$ cat src/parb_pkg.sv
// Package for the period audio ring buffer: field widths, request codes,
// register indexes and reset values shared by the core, geometry unit and checker.
// No dependencies.
`default_nettype none

package parb_pkg;

    localparam int STORE_BYTES_DEF = 65536;
    localparam int MAX_PERIODS_DEF = 256;
    localparam int TAG_BITS_DEF    = 16;

    localparam int PB_W   = 15;   // period_bytes register
    localparam int BP_W   = 9;    // buffer_periods register
    localparam int TAG_W  = 16;   // packet tag field
    localparam int BYTE_W = 8;
    localparam int REQ_W  = 2;
    localparam int ADDR_W = 4;
    localparam int DATA_W = 32;

    localparam logic [REQ_W-1:0] REQ_WRITE   = 2'd0;
    localparam logic [REQ_W-1:0] REQ_PAD     = 2'd1;
    localparam logic [REQ_W-1:0] REQ_READ    = 2'd2;
    localparam logic [REQ_W-1:0] REQ_DISCARD = 2'd3;

    localparam logic [1:0] REG_PERIOD_BYTES   = 2'd0;
    localparam logic [1:0] REG_BUFFER_PERIODS = 2'd1;
    localparam logic [1:0] REG_SWAP_BYTES     = 2'd2;

    localparam logic [PB_W-1:0] PERIOD_BYTES_RST   = 15'd4096;
    localparam logic [BP_W-1:0] BUFFER_PERIODS_RST = 9'd16;

endpackage

`default_nettype wire

$ cat src/parb_geom.sv
// Geometry unit: clamps the period size and works out the period count and ring
// size, dividing the store size by the period size one quotient bit a cycle.
// Depends on parb_pkg.
`default_nettype none

module parb_geom
    import parb_pkg::*;
#(
    parameter int STORE_BYTES = STORE_BYTES_DEF,
    parameter int MAX_PERIODS = MAX_PERIODS_DEF
) (
    input  logic                                 i_clk,
    input  logic                                 i_rst_n,
    input  logic                                 i_start,
    input  logic [PB_W-1:0]                      i_period_bytes,
    input  logic [BP_W-1:0]                      i_buffer_periods,
    output logic                                 o_busy,
    output logic [PB_W-1:0]                      o_pb,
    output logic [$clog2(MAX_PERIODS+1)-1:0]     o_nper,
    output logic [$clog2(STORE_BYTES+1)-1:0]     o_size
);

    localparam int QW = $clog2(STORE_BYTES + 1);
    localparam int NW = $clog2(MAX_PERIODS + 1);
    localparam int FW = $clog2(STORE_BYTES + 1);
    localparam int CW = $clog2(QW + 1);
    localparam logic [PB_W-1:0] PbMax = PB_W'(STORE_BYTES & ~1);

    typedef enum logic [3:0] {
        G_IDLE  = 4'b0001,
        G_DIV   = 4'b0010,
        G_CLAMP = 4'b0100,
        G_MUL   = 4'b1000
    } t_gstate;

    t_gstate          r_state;
    logic [PB_W-1:0]  r_pb;
    logic [PB_W:0]    r_rem;
    logic [QW-1:0]    r_dvd;
    logic [QW-1:0]    r_q;
    logic [CW-1:0]    r_cnt;
    logic [NW-1:0]    r_nper;
    logic [FW-1:0]    r_size;

    logic [PB_W-1:0]  pb_eff;
    logic [PB_W:0]    rem_sh;
    logic             rem_ge;
    logic [31:0]      n_clamp;

    always_comb begin
        pb_eff = {i_period_bytes[PB_W-1:1], 1'b0};
        if (pb_eff < PB_W'(2)) begin
            pb_eff = PB_W'(2);
        end else if (32'(pb_eff) > STORE_BYTES) begin
            pb_eff = PbMax;
        end
    end

    assign rem_sh = {r_rem[PB_W-1:0], r_dvd[QW-1]};
    assign rem_ge = rem_sh >= {1'b0, r_pb};

    always_comb begin
        n_clamp = 32'(i_buffer_periods);
        if (n_clamp == 32'd0) begin
            n_clamp = 32'd1;
        end
        if (n_clamp > 32'(MAX_PERIODS)) begin
            n_clamp = 32'(MAX_PERIODS);
        end
        if (n_clamp > 32'(r_q)) begin
            n_clamp = 32'(r_q);
        end
    end

    always_ff @(posedge i_clk) begin
        if (!i_rst_n) begin
            r_state <= G_IDLE;
        end else if (i_start) begin
            r_state <= G_DIV;
        end else begin
            unique case (r_state)
                G_IDLE:  r_state <= G_IDLE;
                G_DIV:   if (r_cnt == CW'(1)) r_state <= G_CLAMP;
                G_CLAMP: r_state <= G_MUL;
                G_MUL:   r_state <= G_IDLE;
                default: r_state <= G_IDLE;
            endcase
        end
    end

    // datapath: restoring division of the store size by the period size
    always_ff @(posedge i_clk) begin
        if (i_start) begin
            r_pb  <= pb_eff;
            r_rem <= '0;
            r_dvd <= QW'(STORE_BYTES);
            r_q   <= '0;
            r_cnt <= CW'(QW);
        end else if (r_state == G_DIV) begin
            r_rem <= rem_ge ? (rem_sh - {1'b0, r_pb}) : rem_sh;
            r_q   <= {r_q[QW-2:0], rem_ge};
            r_dvd <= {r_dvd[QW-2:0], 1'b0};
            r_cnt <= r_cnt - CW'(1);
        end else if (r_state == G_CLAMP) begin
            r_nper <= NW'(n_clamp);
        end else if (r_state == G_MUL) begin
            r_size <= FW'(32'(r_nper) * 32'(r_pb));
        end
    end

    assign o_busy = i_start || (r_state != G_IDLE);
    assign o_pb   = r_pb;
    assign o_nper = r_nper;
    assign o_size = r_size;

endmodule

`default_nettype wire

$ cat config.mk
export PLATFORM = sky130hd
export DESIGN_NAME = parb_geom
export DESIGN_NICKNAME = d
export VERILOG_FILES = /design/src/parb_pkg.sv /design/src/parb_geom.sv
export SDC_FILE = /design/constraint.sdc
export NUM_CORES = 1
export LEC_CHECK = 0
export ABC_CLOCK_PERIOD_IN_PS = 5300
export BUFFER_PORTS_ARGS = -buffer_cell sky130_fd_sc_hd__buf_2
export CORE_UTILIZATION = 54
export DETAILED_ROUTE_END_ITERATION = 10
export PLACE_DENSITY = 0.71
export SLEW_MARGIN = 20
export SYNTH_ARGS = -nofsm -noshare
export SYNTH_HDL_FRONTEND = slang
export SYNTH_SLANG_ARGS = --single-unit
$ cat constraint.sdc
create_clock -name i_clk -period 5.3 [get_ports i_clk]
set_input_delay 0 -clock i_clk [delete_from_list [all_inputs] [get_ports i_clk]]
set_output_delay 0 -clock i_clk [all_outputs]
set_load 0.01 [all_outputs]
==> results of run 1 <==
cell families (layout without fill, tap and decap cells):
| group | Yosys count | in the layout | synth area share |
|---|---|---|---|
| flip-flops | 81 | 81 | 0.277 |
| other | 1 | 2 | 0.000517 |
| AO/OA/AOI/OAI | 105 | 105 | 0.106 |
| AND/OR/NAND/NOR | 279 | 279 | 0.194 |
| adder cells (fa/ha/maj) | 117 | 117 | 0.271 |
| XOR/XNOR | 31 | 31 | 0.0374 |
| multiplexers | 11 | 11 | 0.0166 |
| buffers and inverters | 178 | 231 | 0.0978 |
power groups by stage:
stage          Combinational, mW  Clock (mW)  Sequential [mW]
6_report                    1.04       0.583            0.753
3_5_place_dp                1.03           0            0.766
2_1_floorplan              0.837           0            0.749
4_1_cts                     1.05       0.599            0.752
5_1_grt                     1.19       0.615            0.755
3_3_place_gp               0.975           0            0.765
sequential cells by signal (all words and copies together) (netlist names):
| signal | cells |
|---|---|
| r_cnt | 5 |
| o_size | 16 |
| r_q | 17 |
| r_state | 4 |
| r_dvd | 1 |
| o_nper | 9 |
| o_pb | 14 |
| r_rem | 15 |
worst min path at each step:
stage	start	endpoint	slack [ps]	cells past startpoint
2_1_floorplan	i_rst_n	r_state[0]	80	1
3_3_place_gp	i_period_bytes[8]	o_pb[8]	190	1
3_5_place_dp	i_period_bytes[9]	o_pb[9]	200	1
4_1_cts	i_buffer_periods[0]	o_nper[0]	70	3
5_1_grt	i_buffer_periods[0]	o_nper[0]	80	3
6_report	i_buffer_periods[0]	o_nper[0]	70	3
area by class of cell:
cell class | instances | area (sq um) | area share
Timing Repair Buffer | 85 | 513 | 0.0638
Multi-Input combinational cell | 545 | 4550 | 0.565
Tap cell | 172 | 215 | 0.0267
Sequential cell | 81 | 2010 | 0.250
Clock inverter | 7 | 45.0 | 0.00560
Clock buffer | 9 | 225 | 0.0280
Inverter | 130 | 488 | 0.0606
cells in the mapped netlist (all sizes together), types with 6 or more instances:
master  count
edfxtp     39
xor2        7
nand2b      8
nor3       12
o21ai      14
ha         50
nor2b      14
nand2     116
inv       130
clkbuf     35
o21a        7
xnor2      24
buf        13
fa         67
nand3       9
nor4        9
mux2        8
nor2       28
or4         7
a311oi      7
and2       49
a211oi      6
dfxtp      42
a21oi      35
stage by stage:
stage | power (mW) | cells | hold slack [ps]
2_1_floorplan | 1.59 | 804 | 76.2
3_3_place_gp | 1.74 | 998 | 194
3_5_place_dp | 1.80 | 998 | 195
4_1_cts | 2.40 | 1029 | 66.2
5_1_grt | 2.56 | 1029 | 84.0
6_report | 2.38 | 1029 | 71.7
metal layers:
layer,vias up,part of all wire
met4,0,0.022
met2,105,0.51
met3,26,0.034
met5,-,0
li1,2708,-
met1,2711,0.43
worst max-delay path: cells and delay by family, from the launching register on:
family | cells | cell delay, ps
adders and majority gates | 5 | 2320
and+or+nand+nor | 2 | 670
DFF | 1 | 620
AOI/OAI and AO/OA | 2 | 500
xor gates and xnor gates | 1 | 160
buffers and inverters | 2 | 90
cell usage in the layout (no fill, tap or decap), types with 6 or more instances in the layout:
cell type / n
clkbuf_16: 9
nor2_1: 28
a211oi_1: 6
a21oi_1: 35
inv_1: 130
buf_2: 65
nor2b_1: 14
or4_1: 7
ha_1: 50
dlygate4sd3_1: 15
o21a_1: 7
nand3_1: 9
nor3_1: 12
o21ai_0: 11
xor2_1: 7
mux2_2: 8
and2_1: 49
nand2b_1: 8
dfxtp_1: 42
fa_1: 67
edfxtp_1: 39
nor4_1: 9
xnor2_1: 24
nand2_1: 116
==> results.md, run 1 <==
* Met2 Usage GRT at 0.431
* Sequential share of power at 0.316
* Layout filler cell count at 1083
* Count of different cell masters after synthesis at 66
* Worst setup SP type: flip-flop
* Hold WC Path Type: in2reg
* Reg2reg setup slack at 700 ps
* Post-Syn Area at 7260 sq um
* Post-synth EDFFs at 39
* Die height at 118 microns
* Max_cap viols at 0
* Die Wd at 118 microns
* RSZ-0062 raised after global routing: false
* Post-route ant nets at 0
* Hold Vio Cnt, Final at 0
* Reg2reg end: o_size[16]
* R2R cell count at 12
* Worst path cell trace: and2_1, fa_1, fa_1, fa_1, inv_1, fa_1, inv_1, ha_1, or3_1, o211ai_1, a31oi_1, xnor2_1
* CTS tree: built
* Number of global-route vias before repair at 5769
* Final setup fails at 0
* Peak VDD IR at 200 uV
* CP max FO at 12
* Status: finished clean
* Dpl cell area at 7630 sq um
* IO Port Bufs at 65
* DP HPWL at 11700 microns
* Root buffer cell: clkbuf_16
* Routed vias at 5550
* Switching power at 0.877 mW
* Dominant cells by area after synthesis: fa_1 18%, edfxtp_1 16%, dfxtp_1 12%
* Crit Path Category: reg2reg
* P per Cell Area at 296 nW/um^2
* Global-route wire length before repair at 27100 microns
* CTS Sinks at 81
* CP endpoint kind: flip-flop
* Sequential area share after synthesis at 0.277
* Global placer's final weighted congestion at 0.851
* Critical path's largest stage delay at 620 ps
* Final core occ at 0.625
* Htree depth at 3
* Clock share of power at 0.245
* Area Overhead vs Synth at 10.9%
* Grt met3 use at 0.0354
* Gr usage total at 0.243
* Slew Viols, Final at 0
* Final worst setup slack at 696 ps
* Vias per cell at 5.39
* Slew @ Worst Pin at 975 ps
* Worst-path clk slew at 70 ps
* Post-synth ARST share at 0
* Final setup TNS at 0 ps
* Synth Instances at 803
* Post-synth top area cell: fa_1
* Largest net degree at the start of global routing at 64
* I/O Pins at 69
* GR Util met1 at 0.294
* Slew HR at 0.347
* Row count at 41
* Syn Area/Cell at 9.04 sq um
* DP Worst Slack at 732 ps
* Fin crit period at 4600 ps
* Final period utilization at 0.869
* Worst setup path startpoint: o_pb[2]
* Most common cell on crit path: fa_1
* Die area at 13900 sq um
* Crit path to: o_size[16]
* WP data arrival at 4710 ps
* Top-area cell type share of the netlist area at 0.185
* Core Box Area at 12900 sq um
* Worst EP required at 5400 ps
* First drt pass iteration count at 4
* Max clock buf depth at 2
* Initial antenna violation count at 0
* Power share of the combinational group at 0.438
* Grt total ovfl at 0
* Ant diodes at 0
* Register bit total from synthesis at 81
* Post-CTS Hold Buffers at 15
* Crit-path slowest cell: edfxtp_1
* Grt peak-use layer: met2
* Final-stage net count at 996
* Routed WL per cell at 15.2 microns
* Ys Warns at 0
* # DRC at 0
* Post-CTS Setup Bufs at 0
* Cts repair resizes at 0
* CTS buffer count at 9
* Cell area after layout at 8050 sq um
* Fmax at 0.217 GHz
* Internal power at 1.50 mW
* Worst reg2reg path startpoint: o_pb[2]
* Final WL at 15700 microns
* Layout cell share with drive strength beyond 1 at 0.124
* Worst Skew at 14.6 ps
* Top FF cell, synth: dfxtp_1
* Clk_lat worst skew at 350 ps
* Initial Util at 0.564
* Initial DRC Count at 352
* Sw Share at 0.369
* Lkg Pwr at 3.55 nW
No activity file was read; power rests on OpenSTA's default activity.
==> run 2, diff against run 1 <==
ABC_CLOCK_PERIOD_IN_PS = 5550   (was 5300)
clock period = 5.55 ns   (was 5.3 ns; I/O delays follow)
==> run 2 against run 1 <==
Effect of this change:
- first-iteration DRC count is 18% lower
- via count is 1.2% higher
- global-route usage about the same
- die area unchanged
- final cell count about the same
- largest power group unchanged
==> results.md, run 2 (synthesis gave the netlist of run 1 again) <==
* Status: finished clean
* Worst-path clk slew at 70 ps (about the same)
* Die height at 118 microns (unchanged)
* Final-stage net count at 995 (-0.10%)
* CP delay by family, top: adder cells
* Lkg Pwr at 3.57 nW (+0.69%)
* Global placer's final weighted congestion at 0.842 (-0.99%)
* Core Box Area at 12900 sq um (unchanged)
* Row count at 41 (unchanged)
* I/O Pins at 69 (unchanged)
* WP data arrival at 4810 ps (+100 ps)
* CP endpoint kind: flip-flop
* Htree depth at 3 (unchanged)
* CTS Sinks at 81 (unchanged)
* Die area at 13900 sq um (unchanged)
* Fmax at 0.217 GHz (-0.30%)
* Max_cap viols at 0 (unchanged)
* First drt pass iteration count at 5 (+1)
* Crit Path Category: reg2reg
* Slew @ Worst Pin at 1000 ps (+28.6 ps)
* Crit-path slowest cell: edfxtp_1
* DR top layer: met4
* Largest Register: r_q
* Slew HR at 0.328 (-0.0192)
* Largest net degree at the start of global routing at 64 (unchanged)
* Cts repair resizes at 0 (unchanged)
* Final worst setup slack at 932 ps (+236 ps)
* Layout filler cell count at 1084 (+0.092%)
* Gr usage total at 0.243 (+0.000390)
* Post-route total power at 2.32 mW (-2.4%)
* Clk_lat worst skew at 350 ps (about the same)
* Register area at 2010 sq um (unchanged)
* Initial Util at 0.564 (unchanged)
* RSZ-0062 raised after global routing: false
* CTS tree: built
* Hold Vio Cnt, Final at 0 (unchanged)
* CTS buffer count at 9 (unchanged)
* R2R cell count at 14 (+2)
* Worst reg2reg path startpoint: o_nper[2]
* Routed vias at 5617 (+1.2%)
* Met2 wire length at 8200 microns (+2.1%)
* Worst setup SP type: flip-flop
* Max clock buf depth at 2 (unchanged)
* Most common cell on crit path: fa_1
* Initial DRC Count at 287 (-18%)
* Reg2reg end: o_size[15]
* Root buffer cell: clkbuf_16
* Reg2reg setup slack at 930 ps (+240 ps)
* P per Cell Area at 288 nW/um^2 (-2.7%)
* DP HPWL at 11800 microns (+1.3%)
* Worst EP required at 5740 ps (+340 ps)
* Multi-input gate area at 4550 sq um (unchanged)
* Peak VDD IR at 164 uV (-18%)
* CP max FO at 15 (+3)
* Layout cell share with drive strength beyond 1 at 0.124 (+0.000144)
* Commonest non-fill, non-tap cell in the layout: inv_1
* Hold Path Depth at 3 (unchanged)
* Number of global-route vias before repair at 5784 (+0.26%)
* Final WL at 15800 microns (+0.96%)
* CP bufs+invs at 2 (unchanged)
* Fin crit period at 4620 ps (+13.9 ps)
* Die Wd at 118 microns (unchanged)
* Vias per cell at 5.46 (+1.3%)
* Critical path's largest stage delay at 700 ps (+80 ps)
* Met1 WL at 6590 microns (-2.6%)
* Final setup TNS at 0 ps (unchanged)
* Global-route wire length before repair at 27100 microns (+0.21%)
* Ant diodes at 0 (unchanged)
* Post-CTS Setup Bufs at 0 (unchanged)
* Routed WL per cell at 15.4 microns (+1.1%)
* Slew Viols, Final at 0 (unchanged)
* IO Port Bufs at 65 (unchanged)
* Hold WC Path Type: in2reg
* Worst Skew at 12.2 ps (-2.34 ps)
* Worst Hold End: o_nper[0]
* # DRC at 0 (unchanged)
* DP Worst Slack at 995 ps (+263 ps)
* Worst path cell trace: nand2_1, fa_1, inv_1, fa_1, ha_1, inv_1, fa_1, fa_1, nor2b_1, o21ai_0, a21o_1, a31oi_1, nand4b_1, o211ai_1
* Area Overhead vs Synth at 11.2%
* Hold wc startpoint: i_buffer_periods[0]
* Final setup fails at 0 (unchanged)
* Max FFs per register at 17 (unchanged)
* Initial antenna violation count at 0 (unchanged)
* Final period utilization at 0.832 (-0.0366)
* Grt total ovfl at 0 (unchanged)
* Post-route ant nets at 0 (unchanged)
* Most frequent cells in the layout: 131 x inv_1, 116 x nand2_1, 67 x fa_1
* WL met3 at 627 microns (+19%)
-- run 2: changes by cell type in the layout (fill, tap and decap cells not counted) --
cell and change:
inv_8 +1, inv_1 +1, buf_4 -1, inv_4 +1
clkinv_1 -2, clkbuf_16 +1, clkinvlp_4 -2, clkinvlp_2 -1
inv_6 +1
-- run 2: worst register-to-register path, cell delays in order, from the launching register on --
cell and delay, ps:
edfxtp_1 700, nand2_1 160, fa_1 550, inv_1 50
fa_1 450, ha_1 280, inv_1 50, fa_1 520
fa_1 490, nor2b_1 140, o21ai_0 110, a21o_1 210
a31oi_1 420, nand4b_1 190, o211ai_1 130
-- run 2: area by class of cell --
| type | count | share of cell area |
|---|---|---|
| tap | 172 | 0.0267 |
| sequential | 81 | 0.249 |
| inverter | 130 | 0.0605 |
| multi-input combinational | 545 | 0.564 |
| timing repair buffer | 84 | 0.0627 |
| clock inverter | 6 | 0.00589 |
| clock buffer | 10 | 0.0310 |
-- run 2: repair_timing --
item                       4_1_cts  5_1_grt
hold buffers                    15        0
hold endpoints to repair        18        0
setup endpoints to repair        0        0
-- run 2: worst max-delay path by stage --
stage                     startpoint         end  slack (ps)  depth (start not counted)
after detailed placement     o_pb[2]  o_size[16]         990                         12
after floorplan              o_pb[2]  o_size[16]        1260                         13
final                      o_nper[2]  o_size[15]         930                         14
after CTS                  o_nper[2]  o_size[15]         960                         14
after global routing       o_nper[2]  o_size[15]         690                         14
after global placement     o_nper[2]  o_size[16]        1030                         15
-- run 2: per-stage QoR --
step	hold WS [ps]	utilization	cells	cell area, sq um
6_report	68.7	0.626	1028	8070
5_1_grt	143	0.626	1028	8070
3_5_place_dp	194	0.592	997	7620
4_1_cts	62.7	0.626	1028	8070
2_1_floorplan	76.2	-	804	7260
3_3_place_gp	194	0.592	997	7620
-- run 2: layer usage --
layer	track usage	up-vias
li1	-	2695
met1	0.289	2761
met2	0.431	125
met3	0.0412	36
met4	0.105	0
met5	0	-
-- run 2: power breakdown --
part	switching (mW)	internal (mW)
Combinational	0.552	0.447
Sequential	0.0311	0.688
Clock	0.268	0.336
